==> src/rtl/core/length_prefixed_record_skipper_macros.svh <==
// Assertion macros shared by the record skipper RTL.
`ifndef LENGTH_PREFIXED_RECORD_SKIPPER_MACROS_SVH
`define LENGTH_PREFIXED_RECORD_SKIPPER_MACROS_SVH

// Checks a property on every clock edge outside reset.
`define LPRS_ASSERT(label, prop, msg) \
  label: assert property (@(posedge clk) disable iff (!rst_n) (prop)) else $error(msg);

// Checks that the consequent holds in the cycle after the antecedent.
`define LPRS_ASSERT_NEXT(label, ante, cons, msg) \
  `LPRS_ASSERT(label, (ante) |=> (cons), msg)

`endif

==> src/rtl/core/lprs_pkg.sv <==
// Types and constants shared by the record skipper modules.
`default_nettype none

package lprs_pkg;

  localparam int unsigned LPRS_DATA_W  = 32;
  localparam int unsigned LPRS_ADDR_W  = 3;
  localparam int unsigned LPRS_Q_DEPTH = 4;

  localparam logic LPRS_REG_SKIP_COUNT = 1'b0;

  typedef enum logic [1:0] {
    PH_LEN,
    PH_SKIP,
    PH_PASS,
    PH_ERR
  } lprs_phase_t;

  typedef enum logic [2:0] {
    ST_DONE,
    ST_EARLY,
    ST_TRUNC_LEN,
    ST_BAD_SIZE,
    ST_TRUNC_DOC
  } lprs_status_t;

  // One queued result: data holds the byte, or the status code for a status.
  typedef struct packed {
    logic        is_status;
    logic [7:0]  data;
    logic [31:0] count;
    logic        last;
  } lprs_res_t;

  typedef struct packed {
    logic full;
    logic empty;
  } lprs_qstat_t;

endpackage

`default_nettype wire

==> src/rtl/core/lprs_if.sv <==
// Stream interfaces for the input byte channel and the result channel.
`default_nettype none

interface lprs_in_if;
  logic       valid;
  logic       ready;
  logic [7:0] in_byte;
  logic       in_last;

  modport source (output valid, output in_byte, output in_last, input ready);
  modport sink (input valid, input in_byte, input in_last, output ready);
endinterface

interface lprs_out_if;
  logic        valid;
  logic        ready;
  logic        is_status;
  logic [7:0]  out_byte;
  logic [2:0]  status_code;
  logic [31:0] docs_skipped;
  logic        out_last;

  modport source (output valid, output is_status, output out_byte, output status_code,
                  output docs_skipped, output out_last, input ready);
  modport sink (input valid, input is_status, input out_byte, input status_code,
                input docs_skipped, input out_last, output ready);
endinterface

`default_nettype wire

==> src/rtl/core/lprs_front.sv <==
// Front end: accepts stream beats, tracks document framing and queues results.
`default_nettype none

module lprs_front
  import lprs_pkg::*;
(
  input  logic        clk,
  input  logic        rst_n,
  input  logic [31:0] skip_count,
  lprs_in_if.sink     in_s,
  input  lprs_qstat_t qstat,
  output logic        push,
  output lprs_res_t   push_data
);

  lprs_phase_t phase_r, phase_nxt;
  logic [1:0]  idx_r, idx_nxt;
  logic [23:0] word_r, word_nxt;
  logic [31:0] rem_r, rem_nxt;
  logic [31:0] skipped_r, skipped_nxt;

  logic        fire;
  logic        at_start;
  logic [31:0] full_len;
  logic [31:0] skipped_inc;
  lprs_status_t end_code;

  assign in_s.ready  = !qstat.full;
  assign fire        = in_s.valid && in_s.ready;
  assign at_start    = (idx_r == 2'd0) && (skipped_r >= skip_count);
  assign full_len    = {in_s.in_byte, word_r};
  assign skipped_inc = skipped_r + 32'd1;
  assign end_code    = (skipped_inc < skip_count) ? ST_EARLY : ST_DONE;

  always_comb begin
    phase_nxt = phase_r;
    if (fire) begin
      if (in_s.in_last) begin
        phase_nxt = PH_LEN;
      end else begin
        case (phase_r)
          PH_LEN: begin
            if (at_start) begin
              phase_nxt = PH_PASS;
            end else if (idx_r == 2'd3) begin
              if (full_len < 32'd4) begin
                phase_nxt = PH_ERR;
              end else if (full_len == 32'd4) begin
                phase_nxt = PH_LEN;
              end else begin
                phase_nxt = PH_SKIP;
              end
            end
          end
          PH_SKIP: begin
            if (rem_r == 32'd1) begin
              phase_nxt = PH_LEN;
            end
          end
          PH_PASS: phase_nxt = PH_PASS;
          PH_ERR:  phase_nxt = PH_ERR;
          default: phase_nxt = PH_LEN;
        endcase
      end
    end
  end

  always_comb begin
    idx_nxt             = idx_r;
    word_nxt            = word_r;
    rem_nxt             = rem_r;
    skipped_nxt         = skipped_r;
    push                = 1'b0;
    push_data.is_status = 1'b0;
    push_data.data      = in_s.in_byte;
    push_data.count     = skipped_r;
    push_data.last      = in_s.in_last;
    if (fire) begin
      case (phase_r)
        PH_LEN: begin
          if (at_start) begin
            push = 1'b1;
          end else begin
            case (idx_r)
              2'd0:    word_nxt[7:0]   = in_s.in_byte;
              2'd1:    word_nxt[15:8]  = in_s.in_byte;
              2'd2:    word_nxt[23:16] = in_s.in_byte;
              default: word_nxt        = word_r;
            endcase
            idx_nxt = idx_r + 2'd1;
            if (idx_r != 2'd3) begin
              if (in_s.in_last) begin
                push                = 1'b1;
                push_data.is_status = 1'b1;
                push_data.data      = {5'd0, ST_TRUNC_LEN};
              end
            end else if (full_len < 32'd4) begin
              push                = 1'b1;
              push_data.is_status = 1'b1;
              push_data.data      = {5'd0, ST_BAD_SIZE};
            end else if (full_len == 32'd4) begin
              skipped_nxt = skipped_inc;
              if (in_s.in_last) begin
                push                = 1'b1;
                push_data.is_status = 1'b1;
                push_data.data      = {5'd0, end_code};
                push_data.count     = skipped_inc;
              end
            end else begin
              rem_nxt = full_len - 32'd4;
              if (in_s.in_last) begin
                push                = 1'b1;
                push_data.is_status = 1'b1;
                push_data.data      = {5'd0, ST_TRUNC_DOC};
              end
            end
          end
        end
        PH_SKIP: begin
          if (rem_r == 32'd1) begin
            skipped_nxt = skipped_inc;
            idx_nxt     = 2'd0;
            if (in_s.in_last) begin
              push                = 1'b1;
              push_data.is_status = 1'b1;
              push_data.data      = {5'd0, end_code};
              push_data.count     = skipped_inc;
            end
          end else begin
            rem_nxt = rem_r - 32'd1;
            if (in_s.in_last) begin
              push                = 1'b1;
              push_data.is_status = 1'b1;
              push_data.data      = {5'd0, ST_TRUNC_DOC};
            end
          end
        end
        PH_PASS: begin
          push = 1'b1;
        end
        PH_ERR: begin
          push = 1'b0;
        end
        default: begin
          push = 1'b0;
        end
      endcase
      if (in_s.in_last) begin
        idx_nxt     = 2'd0;
        rem_nxt     = 32'd0;
        skipped_nxt = 32'd0;
      end
    end
  end

  always_ff @(posedge clk) begin
    if (!rst_n) begin
      phase_r   <= PH_LEN;
      idx_r     <= 2'd0;
      skipped_r <= 32'd0;
    end else begin
      phase_r   <= phase_nxt;
      idx_r     <= idx_nxt;
      skipped_r <= skipped_nxt;
    end
  end

  always_ff @(posedge clk) begin
    word_r <= word_nxt;
    rem_r  <= rem_nxt;
  end

endmodule

`default_nettype wire

==> src/rtl/core/lprs_queue.sv <==
// Short result queue between the framing front end and the output stage.
`default_nettype none

module lprs_queue
  import lprs_pkg::*;
#(
  parameter int unsigned DEPTH = LPRS_Q_DEPTH
) (
  input  logic        clk,
  input  logic        rst_n,
  input  logic        push,
  input  lprs_res_t   push_data,
  input  logic        pop,
  output lprs_res_t   head,
  output lprs_qstat_t qstat
);

  localparam int unsigned PTR_W = (DEPTH > 1) ? $clog2(DEPTH) : 1;
  localparam int unsigned CNT_W = $clog2(DEPTH + 1);

  lprs_res_t          mem [DEPTH];
  logic [PTR_W-1:0]   wr_ptr_r, wr_ptr_nxt;
  logic [PTR_W-1:0]   rd_ptr_r, rd_ptr_nxt;
  logic [CNT_W-1:0]   cnt_r, cnt_nxt;

  assign qstat.full  = (cnt_r == CNT_W'(DEPTH));
  assign qstat.empty = (cnt_r == '0);
  assign head        = mem[rd_ptr_r];

  always_comb begin
    wr_ptr_nxt = wr_ptr_r;
    rd_ptr_nxt = rd_ptr_r;
    cnt_nxt    = cnt_r;
    if (push) begin
      wr_ptr_nxt = (wr_ptr_r == PTR_W'(DEPTH - 1)) ? '0 : wr_ptr_r + PTR_W'(1);
    end
    if (pop) begin
      rd_ptr_nxt = (rd_ptr_r == PTR_W'(DEPTH - 1)) ? '0 : rd_ptr_r + PTR_W'(1);
    end
    if (push && !pop) begin
      cnt_nxt = cnt_r + CNT_W'(1);
    end else if (pop && !push) begin
      cnt_nxt = cnt_r - CNT_W'(1);
    end
  end

  always_ff @(posedge clk) begin
    if (!rst_n) begin
      wr_ptr_r <= '0;
      rd_ptr_r <= '0;
      cnt_r    <= '0;
    end else begin
      wr_ptr_r <= wr_ptr_nxt;
      rd_ptr_r <= rd_ptr_nxt;
      cnt_r    <= cnt_nxt;
    end
  end

  always_ff @(posedge clk) begin
    if (push) begin
      mem[wr_ptr_r] <= push_data;
    end
  end

endmodule

`default_nettype wire

==> src/rtl/core/lprs_back.sv <==
// Back end: formats queued results into the registered output channel.
`default_nettype none

module lprs_back
  import lprs_pkg::*;
(
  input  logic        clk,
  input  logic        rst_n,
  input  lprs_qstat_t qstat,
  input  lprs_res_t   head,
  output logic        pop,
  lprs_out_if.source  out_m
);

  logic        valid_r;
  logic        is_status_r;
  logic [7:0]  byte_r;
  logic [2:0]  code_r;
  logic [31:0] count_r;
  logic        last_r;

  assign pop = !qstat.empty && (!valid_r || out_m.ready);

  always_ff @(posedge clk) begin
    if (!rst_n) begin
      valid_r <= 1'b0;
    end else if (pop) begin
      valid_r <= 1'b1;
    end else if (out_m.ready) begin
      valid_r <= 1'b0;
    end
  end

  always_ff @(posedge clk) begin
    if (pop) begin
      is_status_r <= head.is_status;
      byte_r      <= head.is_status ? 8'd0 : head.data;
      code_r      <= head.is_status ? head.data[2:0] : 3'd0;
      count_r     <= head.is_status ? head.count : 32'd0;
      last_r      <= head.last;
    end
  end

  assign out_m.valid        = valid_r;
  assign out_m.is_status    = is_status_r;
  assign out_m.out_byte     = byte_r;
  assign out_m.status_code  = code_r;
  assign out_m.docs_skipped = count_r;
  assign out_m.out_last     = last_r;

endmodule

`default_nettype wire

==> src/rtl/core/length_prefixed_record_skipper.sv <==
// Top level of the length-prefixed record skipper with its register port.
`default_nettype none
`include "length_prefixed_record_skipper_macros.svh"

// The block takes one stream byte per cycle while its result queue is not
// full, drops the first skip_count length-prefixed documents and passes
// every later byte through. It gives one status beat when the stream ends
// before passthrough begins, or on a framing error. The framing front end
// updates its length and count registers for each accepted byte. Results
// pass through a queue of Q_DEPTH entries and then a registered output
// stage, and in_s.ready drops only while the queue is full.
module length_prefixed_record_skipper
  import lprs_pkg::*;
#(
  parameter int unsigned Q_DEPTH = LPRS_Q_DEPTH
) (
  input  logic                   clk,
  input  logic                   rst_n,
  input  logic                   psel,
  input  logic                   penable,
  input  logic                   pwrite,
  input  logic [LPRS_ADDR_W-1:0] paddr,
  input  logic [LPRS_DATA_W-1:0] pwdata,
  output logic [LPRS_DATA_W-1:0] prdata,
  output logic                   pready,
  lprs_in_if.sink                in_s,
  lprs_out_if.source             out_m
);

  logic [31:0] skip_count_r;
  logic        cfg_wr;
  logic        push;
  logic        pop;
  lprs_res_t   push_data;
  lprs_res_t   head;
  lprs_qstat_t qstat;

  assign pready = 1'b1;
  assign cfg_wr = psel && penable && pwrite && (paddr[2] == LPRS_REG_SKIP_COUNT);
  assign prdata = (paddr[2] == LPRS_REG_SKIP_COUNT) ? skip_count_r : '0;

  always_ff @(posedge clk) begin
    if (!rst_n) begin
      skip_count_r <= 32'd0;
    end else if (cfg_wr) begin
      skip_count_r <= pwdata;
    end
  end

  lprs_front u_front (
    .clk        (clk),
    .rst_n      (rst_n),
    .skip_count (skip_count_r),
    .in_s       (in_s),
    .qstat      (qstat),
    .push       (push),
    .push_data  (push_data)
  );

  lprs_queue #(
    .DEPTH (Q_DEPTH)
  ) u_queue (
    .clk       (clk),
    .rst_n     (rst_n),
    .push      (push),
    .push_data (push_data),
    .pop       (pop),
    .head      (head),
    .qstat     (qstat)
  );

  lprs_back u_back (
    .clk   (clk),
    .rst_n (rst_n),
    .qstat (qstat),
    .head  (head),
    .pop   (pop),
    .out_m (out_m)
  );

  `LPRS_ASSERT(a_queue_state, !(qstat.full && qstat.empty), "queue both full and empty")
  `LPRS_ASSERT(a_data_fields, !(out_m.valid && !out_m.is_status) || (out_m.status_code == 3'd0 && out_m.docs_skipped == 32'd0), "data beat carries status fields")
  `LPRS_ASSERT(a_idle_latency, (push && qstat.empty && !out_m.valid) |-> ##2 out_m.valid, "result did not reach an idle output")
  `LPRS_ASSERT_NEXT(a_cfg_write, cfg_wr, skip_count_r == $past(pwdata), "skip_count write lost")

endmodule

`default_nettype wire

==> src/flat_wrapper.sv <==
// flat-port wrapper written by rule: the top's interface ports become plain ports
module length_prefixed_record_skipper_flat import lprs_pkg::*;
#(
  parameter int unsigned Q_DEPTH = LPRS_Q_DEPTH
)
  (clk, rst_n, psel, penable, pwrite, paddr, pwdata, prdata, pready, in_s_valid, in_s_in_byte, in_s_in_last, in_s_ready, out_m_valid, out_m_is_status, out_m_out_byte, out_m_status_code, out_m_docs_skipped, out_m_out_last, out_m_ready);
  lprs_in_if in_s_i ();
  lprs_out_if out_m_i ();
  input  logic clk;
  input  logic rst_n;
  input  logic psel;
  input  logic penable;
  input  logic pwrite;
  input  logic [LPRS_ADDR_W-1:0] paddr;
  input  logic [LPRS_DATA_W-1:0] pwdata;
  output logic [LPRS_DATA_W-1:0] prdata;
  output logic pready;
  input wire logic [$bits(in_s_i.valid)-1:0] in_s_valid;
  input wire logic [$bits(in_s_i.in_byte)-1:0] in_s_in_byte;
  input wire logic [$bits(in_s_i.in_last)-1:0] in_s_in_last;
  output wire logic [$bits(in_s_i.ready)-1:0] in_s_ready;
  output wire logic [$bits(out_m_i.valid)-1:0] out_m_valid;
  output wire logic [$bits(out_m_i.is_status)-1:0] out_m_is_status;
  output wire logic [$bits(out_m_i.out_byte)-1:0] out_m_out_byte;
  output wire logic [$bits(out_m_i.status_code)-1:0] out_m_status_code;
  output wire logic [$bits(out_m_i.docs_skipped)-1:0] out_m_docs_skipped;
  output wire logic [$bits(out_m_i.out_last)-1:0] out_m_out_last;
  input wire logic [$bits(out_m_i.ready)-1:0] out_m_ready;
  assign in_s_i.valid = in_s_valid;
  assign in_s_i.in_byte = in_s_in_byte;
  assign in_s_i.in_last = in_s_in_last;
  assign in_s_ready = in_s_i.ready;
  assign out_m_valid = out_m_i.valid;
  assign out_m_is_status = out_m_i.is_status;
  assign out_m_out_byte = out_m_i.out_byte;
  assign out_m_status_code = out_m_i.status_code;
  assign out_m_docs_skipped = out_m_i.docs_skipped;
  assign out_m_out_last = out_m_i.out_last;
  assign out_m_i.ready = out_m_ready;
  length_prefixed_record_skipper #(.Q_DEPTH(Q_DEPTH)) u_core (.clk(clk), .rst_n(rst_n), .psel(psel), .penable(penable), .pwrite(pwrite), .paddr(paddr), .pwdata(pwdata), .prdata(prdata), .pready(pready), .in_s(in_s_i), .out_m(out_m_i));
endmodule
==> config.mk <==
export PLATFORM = sky130hd
export DESIGN_NAME = length_prefixed_record_skipper_flat
export DESIGN_NICKNAME = d
export VERILOG_FILES = /design/src/rtl/core/lprs_pkg.sv /design/src/rtl/core/lprs_if.sv /design/src/rtl/core/lprs_front.sv /design/src/rtl/core/lprs_queue.sv /design/src/rtl/core/lprs_back.sv /design/src/rtl/core/length_prefixed_record_skipper.sv /design/src/flat_wrapper.sv
export VERILOG_INCLUDE_DIRS = /design/src /design/src/rtl/core
export SDC_FILE = /design/constraint.sdc
export NUM_CORES = 1
export LEC_CHECK = 0
export BUFFER_PORTS_ARGS = -buffer_cell sky130_fd_sc_hd__buf_2
export CAP_MARGIN = 20
export CORE_MARGIN = 5
export CORE_UTILIZATION = 40
export CTS_CLUSTER_DIAMETER = 50
export DETAILED_ROUTE_END_ITERATION = 10
export GPL_ROUTABILITY_DRIVEN = 0
export HOLD_SLACK_MARGIN = 0.12
export SLEW_MARGIN = 20
export SYNTH_ARGS = -nofsm -noshare
export SYNTH_HDL_FRONTEND = slang
export SYNTH_SLANG_ARGS = --single-unit
==> constraint.sdc <==
create_clock -name clk -period 7.35 [get_ports clk]
set_input_delay 0.735 -clock clk [delete_from_list [all_inputs] [get_ports clk]]
set_output_delay 0.735 -clock clk [all_outputs]
set_load 0.02 [all_outputs]
; After elaboration in Yosys (flattened, before gate mapping)
; Memory sizes are Yosys's and may differ from the RTL's. A register that Yosys moved wholly into a read port is not among the register bits.
; Index checks and enable logic that the tools add are counted.
[word_totals]
reg_bits = 177
latch_bits = 0
mem_bits_rw = 168
mem_bits_ro = 0
input_bits = 51
mem_count = 1
[op_classes]
addsub = 8
mul = 0
n_div = 0
magnitude_cmp = 3
eq_ne = 20
shift = 0
muxes = 55
n_bitwise = 2
reduce_logical = 27
[mem_list]
columns = memory, depth, word_bits, rd, rd_ports_with_merged_regs, wr, line
row1 = u_core.u_queue.mem, 4, 42, 1, 1, 1, lprs_queue.sv:21  ; lprs_res_t mem [DEPTH];
[op_table]
columns = op, count
row1 = 2-to-1 mux 32 bit, 16
row2 = one-hot mux 32 bit (2 select lines), 2
row3 = 2-to-1 mux 41 bit, 3
row4 = one-hot mux 41 bit (2 select lines), 1
row5 = 2-to-1 mux 9 bit, 6
row6 = "adder 32 x 1 -> 32 bit, second input constant", 1
row7 = "equality test 32 x 1 -> 1 bit, second input constant", 1
row8 = "equality test 32 x 3 -> 1 bit, second input constant", 1
row9 = >= comparator 32 bit, 1
row10 = "< comparator 32 x 3 -> 1 bit, second input constant", 1
row11 = < comparator 32 bit, 1
row12 = "subtractor 32 x 1 -> 32 bit, second input constant", 1
row13 = "subtractor 32 x 3 -> 32 bit, second input constant", 1
row14 = 2-to-1 mux 2 bit, 11
row15 = "inequality test 3 bit, second input constant", 7
row16 = AND reduction 4 bit, 4
row17 = AND reduction 7 bit, 2
row18 = "equality test 2 bit, second input constant", 6
row19 = 2-to-1 mux 1 bit, 11
row20 = logical AND 1 bit, 8
row21 = one-hot mux 2 bit (4 select lines), 1
row22 = "adder 2 x 1 -> 2 bit, second input constant", 3
row23 = 2-to-1 mux 3 bit, 2
row24 = logical NOT 1 bit, 5
row25 = 15 further kinds, 19

; Logic depth before layout (Yosys ltp)
[logic_depth]
ltp_word = 10
mapped_depth = 16
mapped_depth_nobuf = 16

; By module
; Synthesis repeated with hierarchy kept, for this count alone.
[hier_totals]
cells_unflattened = 1540
area_unflattened_um2 = 18047.3
[modules_own_cells]
columns = mod, instances, cells_per_inst, area_per_inst_um2
row1 = lprs_front, 1, 1003, 8254.2
row2 = lprs_queue, 1, 264, 6571.3
row3 = lprs_back, 1, 96, 1684.1
row4 = length_prefixed_record_skipper, 1, 177, 1537.7

; Worst setup path after synthesis
; OpenSTA, ideal clock, no wires.
[synth_path]
path_type = input-to-reg
from = in out_m_ready
to = reg u_core.u_queue.cnt_r[2]
setup_time_ps = 76
t_arrival_ps = 4474
setup_slack_ps = 2800
path_stages = 9
cell_sequence = inv_1 > a21oi_1 > inv_1 > ha_1 > inv_1 > fa_1 > xor2_1 > or3_1 > a21boi_0
[synth_between]
elab_chain_len = 5
word_cells_on_any_way = 7
cone_classes = mux (1) / reduce/logical (6)
[synth_lines]
columns = element, line
row1 = start: declaration, flat_wrapper.sv:28  ; input wire logic [$bits(out_m_i.ready)-1:0] out_m_ready;
row2 = logical OR 1 bit *, lprs_back.sv:22  ; assign pop = !qstat.empty && (!valid_r || out_m.ready);
row3 = logical AND 1 bit *, lprs_back.sv:22
row4 = via u_core.pop, length_prefixed_record_skipper.sv:33  ; logic pop;
row5 = logical NOT 1 bit, lprs_queue.sv:40  ; if (push && !pop) begin
row6 = logical AND 1 bit, lprs_queue.sv:40
row7 = 2-to-1 mux 3 bit / nonzero test 2 bit (equally long branches), n/a
row8 = end signal: assignment, lprs_queue.sv:55  ; cnt_r <= cnt_nxt;
row9 = end: declaration, lprs_queue.sv:24  ; logic [CNT_W-1:0] cnt_r, cnt_nxt;
; Mark *: on every way through the listed nets, which the timed path passes. The rest lies on a longest branch.
; A chain may end at the register's enable or synchronous reset.

==> run metrics <==
outcome completed; vertical die dimension between 200 and 250 microns; fill cell total of the finished layout 3928; shortest clock period the worst path allows after layout 4.80 ns; diode count 0; type of destination of the critical path flip-flop; unrepaired setup endpoints after global routing false; synthesized flop and latch total between 300 and 400; worst reg-to-reg setup slack between 2 and 3 ns; number of rows created at floorplan 76; Antenna Violating Nets Remaining 0; worst r2r dst u_core.u_queue.mem[1][33]; Hold Violations, Final 0; area occupied by registers 9640 sq um; placed instance count 2164; endpoint of the worst hold-timing path u_core.skip_count_r[8]; pin count of the biggest net entering global routing between 50 and 60; via/cell ratio around 5.4; Port Buf Inserts 127; number of buffers added to fix hold violations after cts 0; number of gates given a new drive strength after cts 0; Synth Net Count between 1500 and 2000; H-tree levels 2; width of the die 220 microns; setup slack at placement 2.58 ns; hpwl dp 29.3 mm; number of post-CTS setup repair buffers 0; Initial Utilization 0.406; max-slew violation count 0; total clock sinks 347; total core area 43300 sq um; pwr/cell area 302 nW/um^2; final standard cell count with taps included and fillers excluded 2246; most used flip-flop cell after synthesis sky130_fd_sc_hd__edfxtp_1; post-synthesis cell area 17600 sq um; critical path data arrival time between 5 and 6 ns; top achievable clock speed around 210 MHz; worst max-slew margin expressed relative to the limit 0.386; worst setup margin ~2.5 ns; accumulated negative setup slack 0 ns; combined area of the multi-input logic cells 7430 sq um; vias in the first global route 11921; vias between 10000 and 15000; wire length of the first global-routing pass 67.7 mm; share of synthesized registers carrying an async set or reset 0; final worst path period share 0.654; count of maximum capacitance violations 0; DR iter-0 viols 1201; Detailed Route WL around 43 mm; root cell of the clock tree sky130_fd_sc_hd__clkbuf_16; Max clock buf depth 3; kind of path behind the tightest hold check input port to flip-flop; Req. time, crit path 7.60 ns; depth of the worst hold-timing path 3; clock-pin slew reported for the worst setup and hold paths after clock tree synthesis ~0.060 ns; final setup vio count 0; final global-route overflow total 0; total global-route track usage 0.177; first-pass iteration count of the detailed router 5; CTS tree built; share of the yosys chip area belonging to registers 0.549; maximum net fanout on the critical path 6; fraction of layout cells with a size suffix above 1 0.180; cell leakage power 7.36 nW; antenna violations before repair 0; Post-Synthesis Cells 1512; number of remaining DRC errors 0; clock network latency to the later pin of the worst-skew pair 0.59 ns; area overhead of the layout relative to synthesis 16.3%; total of warnings raised by yosys 0; highest ir drop seen on vdd 208 uV; number of distinct library cells after synthesis 73; startpoint of the worst register-to-register path u_core.u_front.skipped_r[0]; origin of the worst min-delay path pwdata[8]; setup clock skew after layout 0.0298 ns; cell depth of the worst flop-to-flop path 16; CTS Buf Count 45; Post-synth EDFFs approximately 270; startpoint-to-endpoint class of the critical path flip-flop to flip-flop; number of I/O pins roughly 130; startpoint kind of the worst setup timing path flip-flop; Slew @ Worst Pin 0.911 ns; average wire per standard cell 19.1 microns; total number of nets in the final design between 1500 and 2000; Total Die Area 48200 sq um; synthesized area per cell 11.6 sq um; Power, Total between 6 and 7 mW
==> cell type report <==
class,instances,area share
well taps,585,0.0358
clock buffers,61,0.0610
inverters,55,0.0101
repair buffers,148,0.0398
multi-input cells,1029,0.364
flip-flops and latches,347,0.472
clock inverters,21,0.0177
==> per-layer routing <==
layer  up-vias  global-route usage  wire length [microns]  share of wire
li1       5817                   -                      -              -
met1      5886               0.260                  20000           0.47
met2       360               0.271                  19100           0.45
met3        71              0.0356                   2830          0.066
met4         0              0.0472                    958          0.022
met5         -                   0                      0              0
==> power by group <==
part	leakage (nW)	total, mW	switching (mW)	internal, mW
registers	3.13	2.55	0.0886	2.46
logic	3.46	1.30	0.799	0.497
clock network	0.782	2.33	0.870	1.45
total	7.36	6.17	1.76	4.41
==> flip-flops by register name, summed over array words and instances (netlist names), 3 cells and up, named ones only <==
signal,cells
u_core.u_back.out_m.docs_skipped,32
u_core.u_front.rem_r,32
u_core.u_queue.cnt_r,3
u_core.u_front.skipped_r,32
u_core.u_back.out_m.status_code,3
u_core.skip_count_r,32
u_core.u_front.word_r,24
u_core.u_back.out_m.out_byte,8
u_core.u_queue.mem,168
==> worst max-delay path: stages, from the launching register on <==
cell and delay, ns:
sky130_fd_sc_hd__dfxtp_1 0.47, sky130_fd_sc_hd__ha_1 0.30, sky130_fd_sc_hd__nand3_1 0.17, sky130_fd_sc_hd__nor2_1 0.34, sky130_fd_sc_hd__nand3_1 0.29, sky130_fd_sc_hd__nor2_1 0.43
sky130_fd_sc_hd__nand2_1 0.12, sky130_fd_sc_hd__xnor2_1 0.16, sky130_fd_sc_hd__ha_1 0.31, sky130_fd_sc_hd__nand4_1 0.15, sky130_fd_sc_hd__nor4_1 0.38, sky130_fd_sc_hd__o21ai_0 0.14
sky130_fd_sc_hd__a21oi_1 0.31, sky130_fd_sc_hd__o31ai_1 0.10, sky130_fd_sc_hd__and2_0 0.22, sky130_fd_sc_hd__a311oi_1 0.30, sky130_fd_sc_hd__o21ai_0 0.27
==> how the worst max path moves through the flow <==
stage                           startpoint  depth (start not counted)                        end  slack (ns)
2_1_floorplan                  out_m_ready                          9    u_core.u_queue.cnt_r[2]        2.80
3_3_place_gp   u_core.u_front.skipped_r[0]                         16  u_core.u_queue.mem[0][33]        2.69
3_5_place_dp   u_core.u_front.skipped_r[0]                         16  u_core.u_queue.mem[0][33]        2.58
4_1_cts        u_core.u_front.skipped_r[0]                         16  u_core.u_queue.mem[0][33]        2.56
5_1_grt        u_core.u_front.skipped_r[0]                         16  u_core.u_queue.mem[0][33]        2.17
6_report       u_core.u_front.skipped_r[0]                         16  u_core.u_queue.mem[1][33]        2.55
==> through the flow <==
step                utilization  instance area [sq um]  hold WS [ns]
floorplan                     -                  17600         0.443
global placement          0.435                  18800         0.451
detailed placement        0.435                  18800         0.457
CTS                       0.472                  20400         0.373
global route              0.472                  20400         0.397
finish                    0.472                  20400         0.408
==> placed cells by master, fill, tap and decap left out, types with 40 or more instances in the layout <==
cell type	netlist	layout
sky130_fd_sc_hd__a21boi_0	41	40
sky130_fd_sc_hd__buf_2	7	127
sky130_fd_sc_hd__clkbuf_16	0	45
sky130_fd_sc_hd__dfxtp_1	78	76
sky130_fd_sc_hd__edfxtp_1	269	269
sky130_fd_sc_hd__ha_1	80	80
sky130_fd_sc_hd__inv_1	53	53
sky130_fd_sc_hd__mux4_2	41	41
sky130_fd_sc_hd__nand2_1	152	152
sky130_fd_sc_hd__nand3_1	40	40
sky130_fd_sc_hd__nor2_1	126	126
sky130_fd_sc_hd__nor2b_1	52	51
sky130_fd_sc_hd__o21ai_0	51	51
sky130_fd_sc_hd__xnor2_1	58	58
sky130_fd_sc_hd__xor2_1	43	43
==> kinds of logic (layout without fill, tap and decap cells) <==
logic type / Yosys count / after routing / share of synthesized area
AND/OR/NAND/NOR: 544 / 544 / 0.157
flip-flops: 347 / 347 / 0.549
AO/OA/AOI/OAI: 254 / 254 / 0.0992
buffers and inverters: 136 / 285 / 0.0302
XOR/XNOR: 101 / 101 / 0.0503
adder cells (fa/ha/maj): 81 / 81 / 0.0581
multiplexers: 48 / 48 / 0.0566
other: 1 / 1 / 0.000213
==> synth_stat cells, drive strengths merged, types with 6 or more instances <==
master | instances | share of area
a31oi | 6 | 0.0021
nand2 | 153 | 0.033
nor2b | 52 | 0.019
o21ai | 52 | 0.015
inv | 53 | 0.011
clkbuf | 62 | 0.013
a311oi | 6 | 0.0030
nand4 | 23 | 0.0089
dfxtp | 78 | 0.089
and3 | 20 | 0.0071
nor3 | 29 | 0.0083
edfxtp | 269 | 0.46
or4 | 18 | 0.0077
a211oi | 29 | 0.012
xnor2 | 58 | 0.029
a21oi | 38 | 0.011
nor4 | 20 | 0.0094
a21o | 11 | 0.0047
nor2 | 126 | 0.027
o31ai | 15 | 0.0072
mux4 | 41 | 0.053
buf | 19 | 0.0052
or2 | 10 | 0.0037
xor2 | 43 | 0.021
o211ai | 18 | 0.0077
and2 | 23 | 0.0083
a21boi | 47 | 0.020
nand3 | 40 | 0.011
ha | 80 | 0.057
mux2i | 6 | 0.0034
or3 | 7 | 0.0031
Note: power is estimated with default switching activity, not from simulation.
